### src/hdl/hsc_pkg.sv
// Package with the types and constants of the heard station cache.
package hsc_pkg;

  typedef enum logic [1:0] {
    OUT_ALIAS   = 2'd0,
    OUT_REFRESH = 2'd1,
    OUT_ADDED   = 2'd2,
    OUT_FULL    = 2'd3
  } outcome_e;

  localparam int unsigned CountW = 5;
  localparam logic [CountW-1:0] CountMax = '1;

  localparam logic [31:0] LifetimeReset = 32'd180000;

  localparam logic [39:0] WordRelay = "RELAY";
  localparam logic [39:0] WordEcho  = {"ECHO", 8'h00};
  localparam logic [39:0] WordTrace = "TRACE";
  localparam logic [39:0] WordGate  = {"GATE", 8'h00};
  localparam logic [31:0] WordWide  = "WIDE";

  localparam logic [3:0] LenRelay = 4'd5;
  localparam logic [3:0] LenEcho  = 4'd4;
  localparam logic [3:0] LenTrace = 4'd5;
  localparam logic [3:0] LenGate  = 4'd4;
  localparam logic [3:0] LenWide  = 4'd4;

  typedef struct packed {
    logic load;
    logic scan;
    logic insert;
  } cmd_t;

  typedef struct packed {
    logic              is_alias;
    logic              scan_done;
    logic              found;
    logic              free_ok;
    logic [CountW-1:0] expired_count;
  } sts_t;

endpackage

### src/hdl/hsc_in_if.sv
// Input channel carrying one received frame item.
interface hsc_in_if;
  logic        valid;
  logic        ready;
  logic [63:0] src_chars_hi;
  logic [7:0]  src_chars_lo;
  logic [3:0]  src_len;
  logic [63:0] digi_chars_hi;
  logic [7:0]  digi_chars_lo;
  logic [3:0]  digi_len;
  logic        digi_valid;
  logic [31:0] now_tick;

  modport source (
    output valid, src_chars_hi, src_chars_lo, src_len,
    output digi_chars_hi, digi_chars_lo, digi_len, digi_valid, now_tick,
    input  ready
  );
  modport sink (
    input  valid, src_chars_hi, src_chars_lo, src_len,
    input  digi_chars_hi, digi_chars_lo, digi_len, digi_valid, now_tick,
    output ready
  );
endinterface

### src/hdl/hsc_out_if.sv
// Output channel carrying one result item.
interface hsc_out_if;
  logic       valid;
  logic       ready;
  logic [1:0] outcome;
  logic [4:0] expired_count;

  modport source (output valid, outcome, expired_count, input ready);
  modport sink (input valid, outcome, expired_count, output ready);
endinterface

### src/hdl/hsc_cfg_if.sv
// Configuration write channel for the entry lifetime register.
interface hsc_cfg_if;
  logic        valid;
  logic        ready;
  logic [31:0] data;

  modport source (output valid, data, input ready);
  modport sink (input valid, data, output ready);
endinterface

### src/hdl/hsc_ctrl.sv
// Controller state machine and result register of the heard station cache.
module hsc_ctrl import hsc_pkg::*; (
  input  logic              clk_i,
  input  logic              rst_ni,
  input  logic              in_valid_i,
  output logic              in_ready_o,
  output logic              out_valid_o,
  input  logic              out_ready_i,
  output logic [1:0]        outcome_o,
  output logic [CountW-1:0] expired_count_o,
  output cmd_t              cmd_o,
  input  sts_t              sts_i
);

  typedef enum logic [1:0] {
    ST_IDLE,
    ST_FILTER,
    ST_SCAN,
    ST_FINISH
  } state_e;

  state_e            state_q;
  logic              out_valid_q;
  outcome_e          outcome_q;
  logic [CountW-1:0] count_q;
  logic              out_free;
  logic              out_set;

  assign out_free   = !out_valid_q || out_ready_i;
  assign in_ready_o = (state_q == ST_IDLE);
  assign out_set    = ((state_q == ST_FILTER) && sts_i.is_alias && out_free) ||
                      ((state_q == ST_FINISH) && out_free);

  always_comb begin
    cmd_o.load   = (state_q == ST_IDLE) && in_valid_i;
    cmd_o.scan   = (state_q == ST_SCAN);
    cmd_o.insert = (state_q == ST_FINISH) && out_free;
  end

  always_ff @(posedge clk_i or negedge rst_ni) begin
    if (!rst_ni) begin
      state_q     <= ST_IDLE;
      out_valid_q <= 1'b0;
      outcome_q   <= OUT_ALIAS;
      count_q     <= '0;
    end else begin
      if (out_set) begin
        out_valid_q <= 1'b1;
      end else if (out_ready_i) begin
        out_valid_q <= 1'b0;
      end
      unique case (state_q)
        ST_IDLE: begin
          if (in_valid_i) begin
            state_q <= ST_FILTER;
          end
        end
        ST_FILTER: begin
          if (!sts_i.is_alias) begin
            state_q <= ST_SCAN;
          end else if (out_free) begin
            outcome_q   <= OUT_ALIAS;
            count_q     <= '0;
            state_q     <= ST_IDLE;
          end
        end
        ST_SCAN: begin
          if (sts_i.scan_done) begin
            state_q <= ST_FINISH;
          end
        end
        ST_FINISH: begin
          if (out_free) begin
            count_q     <= sts_i.expired_count;
            if (sts_i.found) begin
              outcome_q <= OUT_REFRESH;
            end else if (sts_i.free_ok) begin
              outcome_q <= OUT_ADDED;
            end else begin
              outcome_q <= OUT_FULL;
            end
            state_q <= ST_IDLE;
          end
        end
        default: begin
          state_q <= ST_IDLE;
        end
      endcase
    end
  end

  assign out_valid_o     = out_valid_q;
  assign outcome_o       = outcome_q;
  assign expired_count_o = count_q;

endmodule

### src/hdl/hsc_datapath.sv
// Datapath of the heard station cache: key capture, alias filter and slot table.
module hsc_datapath import hsc_pkg::*; #(
  parameter int unsigned TABLE_DEPTH = 16,
  parameter int unsigned ADDR_CHARS  = 9
) (
  input  logic        clk_i,
  input  logic        rst_ni,
  input  cmd_t        cmd_i,
  output sts_t        sts_o,
  input  logic        cfg_valid_i,
  input  logic [31:0] cfg_data_i,
  input  logic [63:0] src_chars_hi_i,
  input  logic [7:0]  src_chars_lo_i,
  input  logic [3:0]  src_len_i,
  input  logic [63:0] digi_chars_hi_i,
  input  logic [7:0]  digi_chars_lo_i,
  input  logic [3:0]  digi_len_i,
  input  logic        digi_valid_i,
  input  logic [31:0] now_tick_i
);

  localparam int unsigned KeyW = ADDR_CHARS * 8;
  localparam int unsigned IdxW = (TABLE_DEPTH > 1) ? $clog2(TABLE_DEPTH) : 1;
  localparam logic [IdxW-1:0] IdxLast = IdxW'(TABLE_DEPTH - 1);
  localparam logic [3:0] LenMax = 4'(ADDR_CHARS);

  logic [KeyW-1:0] mem_addr [TABLE_DEPTH];
  logic [3:0]      mem_len  [TABLE_DEPTH];
  logic [31:0]     mem_tick [TABLE_DEPTH];

  logic [TABLE_DEPTH-1:0] valid_q;
  logic [31:0]            lifetime_q;

  logic [KeyW-1:0] key_q, key_d;
  logic [3:0]      len_q, len_d;
  logic [31:0]     now_q;

  logic [71:0] raw;
  logic [3:0]  raw_len;

  logic            rd_active_q;
  logic [IdxW-1:0] rd_cnt_q;
  logic            ev_valid_q;
  logic [IdxW-1:0] ev_idx_q;
  logic [KeyW-1:0] rd_addr_q;
  logic [3:0]      rd_len_q;
  logic [31:0]     rd_tick_q;

  logic              found_q;
  logic              free_ok_q;
  logic [IdxW-1:0]   free_idx_q;
  logic [CountW-1:0] count_q;

  logic        rd_en, ev_en, insert_we;
  logic        slot_v, slot_match, slot_expired, slot_free;
  logic [31:0] age;

  logic [5:0][7:0] head;
  logic            alias_hit;

  function automatic logic prefix_hit(logic [5:0][7:0] c, logic [3:0] len,
                                      logic [39:0] word, logic [3:0] n);
    logic hit;
    hit = (len <= n);
    for (int i = 0; i < 5; i++) begin
      if ((4'(i) < len) && (c[i] != word[39-8*i -: 8])) begin
        hit = 1'b0;
      end
    end
    return hit;
  endfunction

  always_comb begin
    raw     = digi_valid_i ? {digi_chars_hi_i, digi_chars_lo_i}
                           : {src_chars_hi_i, src_chars_lo_i};
    raw_len = digi_valid_i ? digi_len_i : src_len_i;
    len_d   = (raw_len > LenMax) ? LenMax : raw_len;
    key_d   = '0;
    for (int i = 0; i < ADDR_CHARS; i++) begin
      if (4'(i) < len_d) begin
        key_d[KeyW-1-8*i -: 8] = raw[71-8*i -: 8];
      end
    end
  end

  always_comb begin
    logic wide_hit;
    for (int i = 0; i < 6; i++) begin
      head[i] = key_q[KeyW-1-8*i -: 8];
    end
    wide_hit = (len_q >= LenWide) && ({head[0], head[1], head[2], head[3]} == WordWide) &&
               ((len_q == LenWide) ||
                ((head[4] >= "0") && (head[4] <= "9") &&
                 ((len_q == LenWide + 4'd1) || (head[5] == "-"))));
    alias_hit = prefix_hit(head, len_q, WordRelay, LenRelay) ||
                prefix_hit(head, len_q, WordEcho, LenEcho) ||
                prefix_hit(head, len_q, WordTrace, LenTrace) ||
                prefix_hit(head, len_q, WordGate, LenGate) ||
                wide_hit;
  end

  assign rd_en = cmd_i.scan && rd_active_q;
  assign ev_en = cmd_i.scan && ev_valid_q;
  assign insert_we = cmd_i.insert && !found_q && free_ok_q;

  always_comb begin
    age          = now_q - rd_tick_q;
    slot_v       = valid_q[ev_idx_q];
    slot_match   = slot_v && (rd_len_q == len_q) && (rd_addr_q == key_q);
    slot_expired = slot_v && !slot_match && (age > lifetime_q);
    slot_free    = !slot_v || slot_expired;
  end

  always_ff @(posedge clk_i) begin
    if (cmd_i.load) begin
      key_q <= key_d;
      len_q <= len_d;
      now_q <= now_tick_i;
    end
    if (rd_en) begin
      rd_addr_q <= mem_addr[rd_cnt_q];
      rd_len_q  <= mem_len[rd_cnt_q];
      rd_tick_q <= mem_tick[rd_cnt_q];
    end
    if (insert_we) begin
      mem_addr[free_idx_q] <= key_q;
      mem_len[free_idx_q]  <= len_q;
      mem_tick[free_idx_q] <= now_q;
    end else if (ev_en && slot_match) begin
      mem_tick[ev_idx_q] <= now_q;
    end
  end

  always_ff @(posedge clk_i or negedge rst_ni) begin
    if (!rst_ni) begin
      valid_q     <= '0;
      lifetime_q  <= LifetimeReset;
      rd_active_q <= 1'b0;
      rd_cnt_q    <= '0;
      ev_valid_q  <= 1'b0;
      ev_idx_q    <= '0;
      found_q     <= 1'b0;
      free_ok_q   <= 1'b0;
      free_idx_q  <= '0;
      count_q     <= '0;
    end else begin
      if (cfg_valid_i) begin
        lifetime_q <= cfg_data_i;
      end
      if (cmd_i.load) begin
        rd_active_q <= 1'b1;
        rd_cnt_q    <= '0;
        ev_valid_q  <= 1'b0;
        found_q     <= 1'b0;
        free_ok_q   <= 1'b0;
        count_q     <= '0;
      end
      if (cmd_i.scan) begin
        ev_valid_q <= rd_active_q;
        ev_idx_q   <= rd_cnt_q;
        if (rd_active_q) begin
          if (rd_cnt_q == IdxLast) begin
            rd_active_q <= 1'b0;
          end else begin
            rd_cnt_q <= rd_cnt_q + 1'b1;
          end
        end
      end
      if (ev_en) begin
        if (slot_match) begin
          found_q <= 1'b1;
        end
        if (slot_expired) begin
          valid_q[ev_idx_q] <= 1'b0;
          if (count_q != CountMax) begin
            count_q <= count_q + 1'b1;
          end
        end
        if (slot_free && !free_ok_q) begin
          free_ok_q  <= 1'b1;
          free_idx_q <= ev_idx_q;
        end
      end
      if (insert_we) begin
        valid_q[free_idx_q] <= 1'b1;
      end
    end
  end

  always_comb begin
    sts_o.is_alias      = alias_hit;
    sts_o.scan_done     = !rd_active_q && !ev_valid_q;
    sts_o.found         = found_q;
    sts_o.free_ok       = free_ok_q;
    sts_o.expired_count = count_q;
  end

endmodule

### src/hdl/heard_station_cache.sv
// Top level of the heard station cache: a bounded table of recently heard stations.
//
// Each input item is one received frame on in_ch. The heard address is the
// digipeater when digi_valid is set and the source otherwise. Aliases give
// outcome 0 with no table pass; any other address starts one pass over the table.
// The pass refreshes an exact match, expires other entries older than the
// lifetime register and then inserts a missing address in the lowest free slot,
// if there is one. Each item gives exactly one result item on out_ch with the
// outcome and the number of entries expired in the pass.
// An alias result is registered in ST_FILTER, any other result in ST_FINISH
// after ST_SCAN has made its serial pass over the slot memory, one slot read
// per cycle. Items are handled one at a time: the next item is accepted only
// when the controller is back in ST_IDLE.
// The lifetime register is written through cfg_ch, which is always ready.
// Reset clears all valid marks and loads the lifetime with 180000 ticks.
// The result sits in an output register, so the next item is taken while a
// result waits; a stalled receiver holds a finished pass until it is taken.
module heard_station_cache import hsc_pkg::*; #(
  parameter int unsigned TABLE_DEPTH = 16,
  parameter int unsigned ADDR_CHARS  = 9
) (
  input  logic clk_i,
  input  logic rst_ni,
  hsc_in_if.sink    in_ch,
  hsc_out_if.source out_ch,
  hsc_cfg_if.sink   cfg_ch
);

  cmd_t cmd;
  sts_t sts;

  assign cfg_ch.ready = 1'b1;

  hsc_ctrl u_ctrl (
    .clk_i           (clk_i),
    .rst_ni          (rst_ni),
    .in_valid_i      (in_ch.valid),
    .in_ready_o      (in_ch.ready),
    .out_valid_o     (out_ch.valid),
    .out_ready_i     (out_ch.ready),
    .outcome_o       (out_ch.outcome),
    .expired_count_o (out_ch.expired_count),
    .cmd_o           (cmd),
    .sts_i           (sts)
  );

  hsc_datapath #(
    .TABLE_DEPTH (TABLE_DEPTH),
    .ADDR_CHARS  (ADDR_CHARS)
  ) u_datapath (
    .clk_i           (clk_i),
    .rst_ni          (rst_ni),
    .cmd_i           (cmd),
    .sts_o           (sts),
    .cfg_valid_i     (cfg_ch.valid),
    .cfg_data_i      (cfg_ch.data),
    .src_chars_hi_i  (in_ch.src_chars_hi),
    .src_chars_lo_i  (in_ch.src_chars_lo),
    .src_len_i       (in_ch.src_len),
    .digi_chars_hi_i (in_ch.digi_chars_hi),
    .digi_chars_lo_i (in_ch.digi_chars_lo),
    .digi_len_i      (in_ch.digi_len),
    .digi_valid_i    (in_ch.digi_valid),
    .now_tick_i      (in_ch.now_tick)
  );

endmodule

### src/flat_wrapper.sv
// flat-port wrapper written by rule: the top's interface ports become plain ports
module heard_station_cache_flat import hsc_pkg::*;
#(
  parameter int unsigned TABLE_DEPTH = 16,
  parameter int unsigned ADDR_CHARS  = 9
)
  (clk_i, rst_ni, in_ch_valid, in_ch_src_chars_hi, in_ch_src_chars_lo, in_ch_src_len, in_ch_digi_chars_hi, in_ch_digi_chars_lo, in_ch_digi_len, in_ch_digi_valid, in_ch_now_tick, in_ch_ready, out_ch_valid, out_ch_outcome, out_ch_expired_count, out_ch_ready, cfg_ch_valid, cfg_ch_data, cfg_ch_ready);
  hsc_in_if in_ch_i ();
  hsc_out_if out_ch_i ();
  hsc_cfg_if cfg_ch_i ();
  input  logic clk_i;
  input  logic rst_ni;
  input wire logic [$bits(in_ch_i.valid)-1:0] in_ch_valid;
  input wire logic [$bits(in_ch_i.src_chars_hi)-1:0] in_ch_src_chars_hi;
  input wire logic [$bits(in_ch_i.src_chars_lo)-1:0] in_ch_src_chars_lo;
  input wire logic [$bits(in_ch_i.src_len)-1:0] in_ch_src_len;
  input wire logic [$bits(in_ch_i.digi_chars_hi)-1:0] in_ch_digi_chars_hi;
  input wire logic [$bits(in_ch_i.digi_chars_lo)-1:0] in_ch_digi_chars_lo;
  input wire logic [$bits(in_ch_i.digi_len)-1:0] in_ch_digi_len;
  input wire logic [$bits(in_ch_i.digi_valid)-1:0] in_ch_digi_valid;
  input wire logic [$bits(in_ch_i.now_tick)-1:0] in_ch_now_tick;
  output wire logic [$bits(in_ch_i.ready)-1:0] in_ch_ready;
  output wire logic [$bits(out_ch_i.valid)-1:0] out_ch_valid;
  output wire logic [$bits(out_ch_i.outcome)-1:0] out_ch_outcome;
  output wire logic [$bits(out_ch_i.expired_count)-1:0] out_ch_expired_count;
  input wire logic [$bits(out_ch_i.ready)-1:0] out_ch_ready;
  input wire logic [$bits(cfg_ch_i.valid)-1:0] cfg_ch_valid;
  input wire logic [$bits(cfg_ch_i.data)-1:0] cfg_ch_data;
  output wire logic [$bits(cfg_ch_i.ready)-1:0] cfg_ch_ready;
  assign in_ch_i.valid = in_ch_valid;
  assign in_ch_i.src_chars_hi = in_ch_src_chars_hi;
  assign in_ch_i.src_chars_lo = in_ch_src_chars_lo;
  assign in_ch_i.src_len = in_ch_src_len;
  assign in_ch_i.digi_chars_hi = in_ch_digi_chars_hi;
  assign in_ch_i.digi_chars_lo = in_ch_digi_chars_lo;
  assign in_ch_i.digi_len = in_ch_digi_len;
  assign in_ch_i.digi_valid = in_ch_digi_valid;
  assign in_ch_i.now_tick = in_ch_now_tick;
  assign in_ch_ready = in_ch_i.ready;
  assign out_ch_valid = out_ch_i.valid;
  assign out_ch_outcome = out_ch_i.outcome;
  assign out_ch_expired_count = out_ch_i.expired_count;
  assign out_ch_i.ready = out_ch_ready;
  assign cfg_ch_i.valid = cfg_ch_valid;
  assign cfg_ch_i.data = cfg_ch_data;
  assign cfg_ch_ready = cfg_ch_i.ready;
  heard_station_cache #(.TABLE_DEPTH(TABLE_DEPTH), .ADDR_CHARS(ADDR_CHARS)) u_core (.clk_i(clk_i), .rst_ni(rst_ni), .in_ch(in_ch_i), .out_ch(out_ch_i), .cfg_ch(cfg_ch_i));
endmodule
### config.mk
export PLATFORM = sky130hd
export DESIGN_NAME = heard_station_cache_flat
export DESIGN_NICKNAME = d
export VERILOG_FILES = /design/src/hdl/hsc_pkg.sv /design/src/hdl/hsc_in_if.sv /design/src/hdl/hsc_out_if.sv /design/src/hdl/hsc_cfg_if.sv /design/src/hdl/hsc_ctrl.sv /design/src/hdl/hsc_datapath.sv /design/src/hdl/heard_station_cache.sv /design/src/flat_wrapper.sv
export SDC_FILE = /design/constraint.sdc
export NUM_CORES = 2
export LEC_CHECK = 0
export BUFFER_PORTS_ARGS = -buffer_cell sky130_fd_sc_hd__buf_2
export CORE_MARGIN = 4
export CORE_UTILIZATION = 56
export CTS_CLUSTER_DIAMETER = 30
export CTS_CLUSTER_SIZE = 40
export DETAILED_ROUTE_END_ITERATION = 12
export PLACE_DENSITY = 0.73
export SETUP_SLACK_MARGIN = 0.2
export SYNTH_ARGS = -nofsm -noshare
export SYNTH_HDL_FRONTEND = slang
export SYNTH_SLANG_ARGS = --single-unit
export TNS_END_PERCENT = 20
### constraint.sdc
create_clock -name clk_i -period 9.52 [get_ports clk_i]
set_clock_uncertainty 0.1 [all_clocks]
set_input_delay 1.904 -clock clk_i [delete_from_list [all_inputs] [get_ports clk_i]]
set_output_delay 1.904 -clock clk_i [all_outputs]
set_load 0.01 [all_outputs]
==> results.txt <==
Post-synth net total: 4014
Post-cts sizing count: 0
Largest net degree at the start of global routing: 153
Period minus WS final: 6260 ps
WL/cell: 30.6 um
VDD IR-drop max: 287 uV
Synth Area in Compound Gates: 2.16%
DRT antenna net count: 0
Slew Viols, Final: 0
Area delta synth->final: 20.6%
Area leader, netlist: edfxtp_1
Total Routing Usage GR: 27.0%
Number of global-route vias before repair: 43342
Unique masters post-synth: 79
Post-Synth Simple-Gate Area: 2.44%
Cell Rows: 138
Yosys top cell area share: 73.1%
Initial drt markers: 4860
Area after DPL: 0.0837 mm2
Sw Share: 27.2%
Die X: 386 um
Post-synth EDFFs: 1944
PwrDens: 316 mW/mm2
Inserted Clock Buffers: 374
Synth Area in XOR/XNOR: 1.10%
Syn Inst Count: 3725
P_sw: 8.26 mW
CTS Root Cell: clkbuf_16
Accumulated negative setup slack: 0 ps
Worst-Margin Slew: 1290 ps
Total setup buffers inserted after CTS: 0
Critical Path Start Type: register
Top-count cell post-synth: edfxtp_1
Fraction of registers with async set/reset: 3.91%
Layout cells sized above 1: 33.9%
Mux contribution to synthesized area: 16.4%
Clock Path Buffers: 4
Vias/cell: 6.38
Largest family of logic cells by synthesized area: multiplexers
Die Y-Extent: 386 um
Port-buffer cells: 230
Part of the cycle the worst path needs: 65.8%
Final number of hold-violating endpoints: 0
Nets: 4539
Vias: 41013
Mean Syn Cell Area: 21.4 um2
Skew-Pair Late Insertion Delay: 930 ps
Synthesis Warnings: 0
Total die area: 0.149 mm2
Clock Sinks: 2023
DRC viols: 0
Initial antenna violation count: 2
DRT Pass-1 Iters: 12
Worst-path clk slew: 50 ps
WL final: 197 mm
# hold bufs at CTS: 0
HPWL Detailed: 98.0 mm
Starting density of the core: 56.4%
Ys flop type: edfxtp_1
Sequential share of power: 37.5%
Status: finished clean
Clk pwr share: 43.3%
CORE AREA: 0.142 mm2
CTS tree: done
Sequential cell area fraction in the yosys report: 75.6%
Htree depth: 5
Synthesized area: 0.0799 mm2
Synthesis-stage register bit count: 2023
GRT overflow: 0
Post-Synth Adder-Cell Area: 1.06%
Max cap viols: 0
Combinational share of power: 19.2%
CP arrival: 6870 ps
RSZ-0062 raised after global routing: no
Internal power: 22.2 mW
Top Ports: 232
Routability cong.: 0.843
Slew HR: 14.1%
Hold WC Path Type: register to register
Post-synth top cells: edfxtp_1 (1944), mux4_2 (545), nor2_1 (153)
Fmax: 160 MHz
Dominant cells by area after synthesis: edfxtp_1 (73%), mux4_2 (15%), dfrtp_1 (2.2%)
Leak: 32.2 nW
Wire length of the first global-routing pass: 291 mm
Worst path required time: 10120 ps
CP Capture Type: register
Worst-path maximum fanout: 17
Crit Path Category: register to register
Final setup vio count: 0
Design Area, Final: 0.0963 mm2
-- power by group through the flow --
stage / clock network (mW) / logic, mW / registers, mW
after floorplan: 0 / 4.30 / 11.3
after global placement: 0 / 5.69 / 11.5
after detailed placement: 0 / 5.74 / 11.5
after CTS: 13.3 / 5.87 / 11.4
after global routing: 13.8 / 6.28 / 11.5
final: 13.2 / 5.83 / 11.4
-- final cells by class --
cell class	count	area, um2
Clock buffer	424	9740
Sequential cell	2023	60400
Timing Repair Buffer	318	1900
Fill cell	8411	45300
Multi-Input combinational cell	1455	18700
Clock inverter	244	2870
Antenna cell	1	2.50
Tap cell	1890	2360
Inverter	78	308
-- metrics by stage --
stage                     instances  total power [mW]  hold WS [ps]  worst slack [ps]  util (%)
after floorplan                3725              15.6           371               143         -
after global placement         5764              17.2           411              3590      59.1
after detailed placement       5764              17.3           413              3470      59.1
after CTS                      6432              30.6           438              3320      68.0
after global routing           6433              31.5           451              2710      68.0
final                          6433              30.4           436              3260      68.0
-- cells by family (layout without fill, tap and decap cells) --
family                     count (synthesis)  in the layout
adders and majority gates                 67             67
buffers and inverters                    247           1064
xor gates and xnor gates                 100            100
and+or+nand+nor                          399            399
muxes                                    630            630
AOI/OAI and AO/OA                        258            258
DFF                                     2023           2023
other                                      1              2
-- sequential cells by signal, indices dropped and copies added, names as in the netlist, 5 cells and up --
name                           cells
u_core.u_datapath.key_q           72
u_core.u_datapath.mem_len         64
u_core.u_datapath.mem_tick       512
u_core.u_datapath.rd_tick_q       32
u_core.u_datapath.lifetime_q      32
u_core.u_datapath.mem_addr      1152
u_core.u_datapath.valid_q         16
u_core.u_ctrl.expired_count_o      5
u_core.u_datapath.count_q          5
u_core.u_datapath.now_q           32
u_core.u_datapath.rd_addr_q       72
-- placed cells by master (no fill, tap or decap), drive strengths merged, types with 6 or more instances in the layout --
| master | n |
|---|---|
| xnor2 | 59 |
| a41oi | 6 |
| nor4 | 16 |
| nor2 | 153 |
| a21oi | 41 |
| o22ai | 7 |
| nor4b | 6 |
| o211ai | 7 |
| a21o | 37 |
| nor3b | 7 |
| nand3 | 26 |
| nor2b | 11 |
| buf | 318 |
| ha | 66 |
| clkinvlp | 49 |
| mux4 | 545 |
| nand2b | 15 |
| xor2 | 41 |
| bufinv | 47 |
| dfrtp | 70 |
| nor3 | 23 |
| o31ai | 9 |
| edfxtp | 1944 |
| dfstp | 9 |
| or2 | 8 |
| inv | 119 |
| clkbuf | 424 |
| nand4 | 24 |
| a31oi | 20 |
| or3 | 8 |
| nand2 | 77 |
| mux2i | 80 |
| and3 | 8 |
| clkinv | 107 |
| o21ai | 81 |
| o21a | 15 |
-- routing by layer --
metal  up-vias  GRT usage (%)  routed length (um)
li1      16687              -                   -
met1     21429           35.9               73100
met2      2489           44.1               99200
met3       408           6.04               17600
met4         0           10.3                6780
met5         -              0                   0
-- critical path: stages (launching register included) --
cell and delay (ps):
edfxtp_1 610, inv_1 140, ha_1 190, inv_1 60, fa_1 420, a211oi_1 350, o21ai_1 230, a31oi_1 350
o221ai_2 220, a31oi_4 250, a21boi_1 130, a21o_1 180, a311o_1 360, ha_1 310, nand4_1 120, nor4_1 670
a2111oi_4 320, nor3_1 840, a31oi_1 220
-- final timing paths --
check	to	slack, ps	from	cells past startpoint
hold / removal	u_core.u_datapath.valid_q[15]$_DFF_PN0_	440	u_core.u_datapath.valid_q[15]$_DFF_PN0_	2
hold reg to reg	u_core.u_datapath.valid_q[15]$_DFF_PN0_	440	u_core.u_datapath.valid_q[15]$_DFF_PN0_	2
setup reg to reg	u_core.u_datapath.valid_q[9]$_DFF_PN0_	3260	u_core.u_datapath.now_q[0]$_DFFE_PP_	18
setup / recovery	u_core.u_datapath.valid_q[9]$_DFF_PN0_	3260	u_core.u_datapath.now_q[0]$_DFFE_PP_	18
max in group asynchronous	u_core.u_datapath.rd_cnt_q[0]$_DFF_PN0_	7330	rst_ni	2
min in group asynchronous	u_core.u_datapath.lifetime_q[3]$_DFFE_PN0P_	850	rst_ni	1
Power figures use the tool's default switching activity.
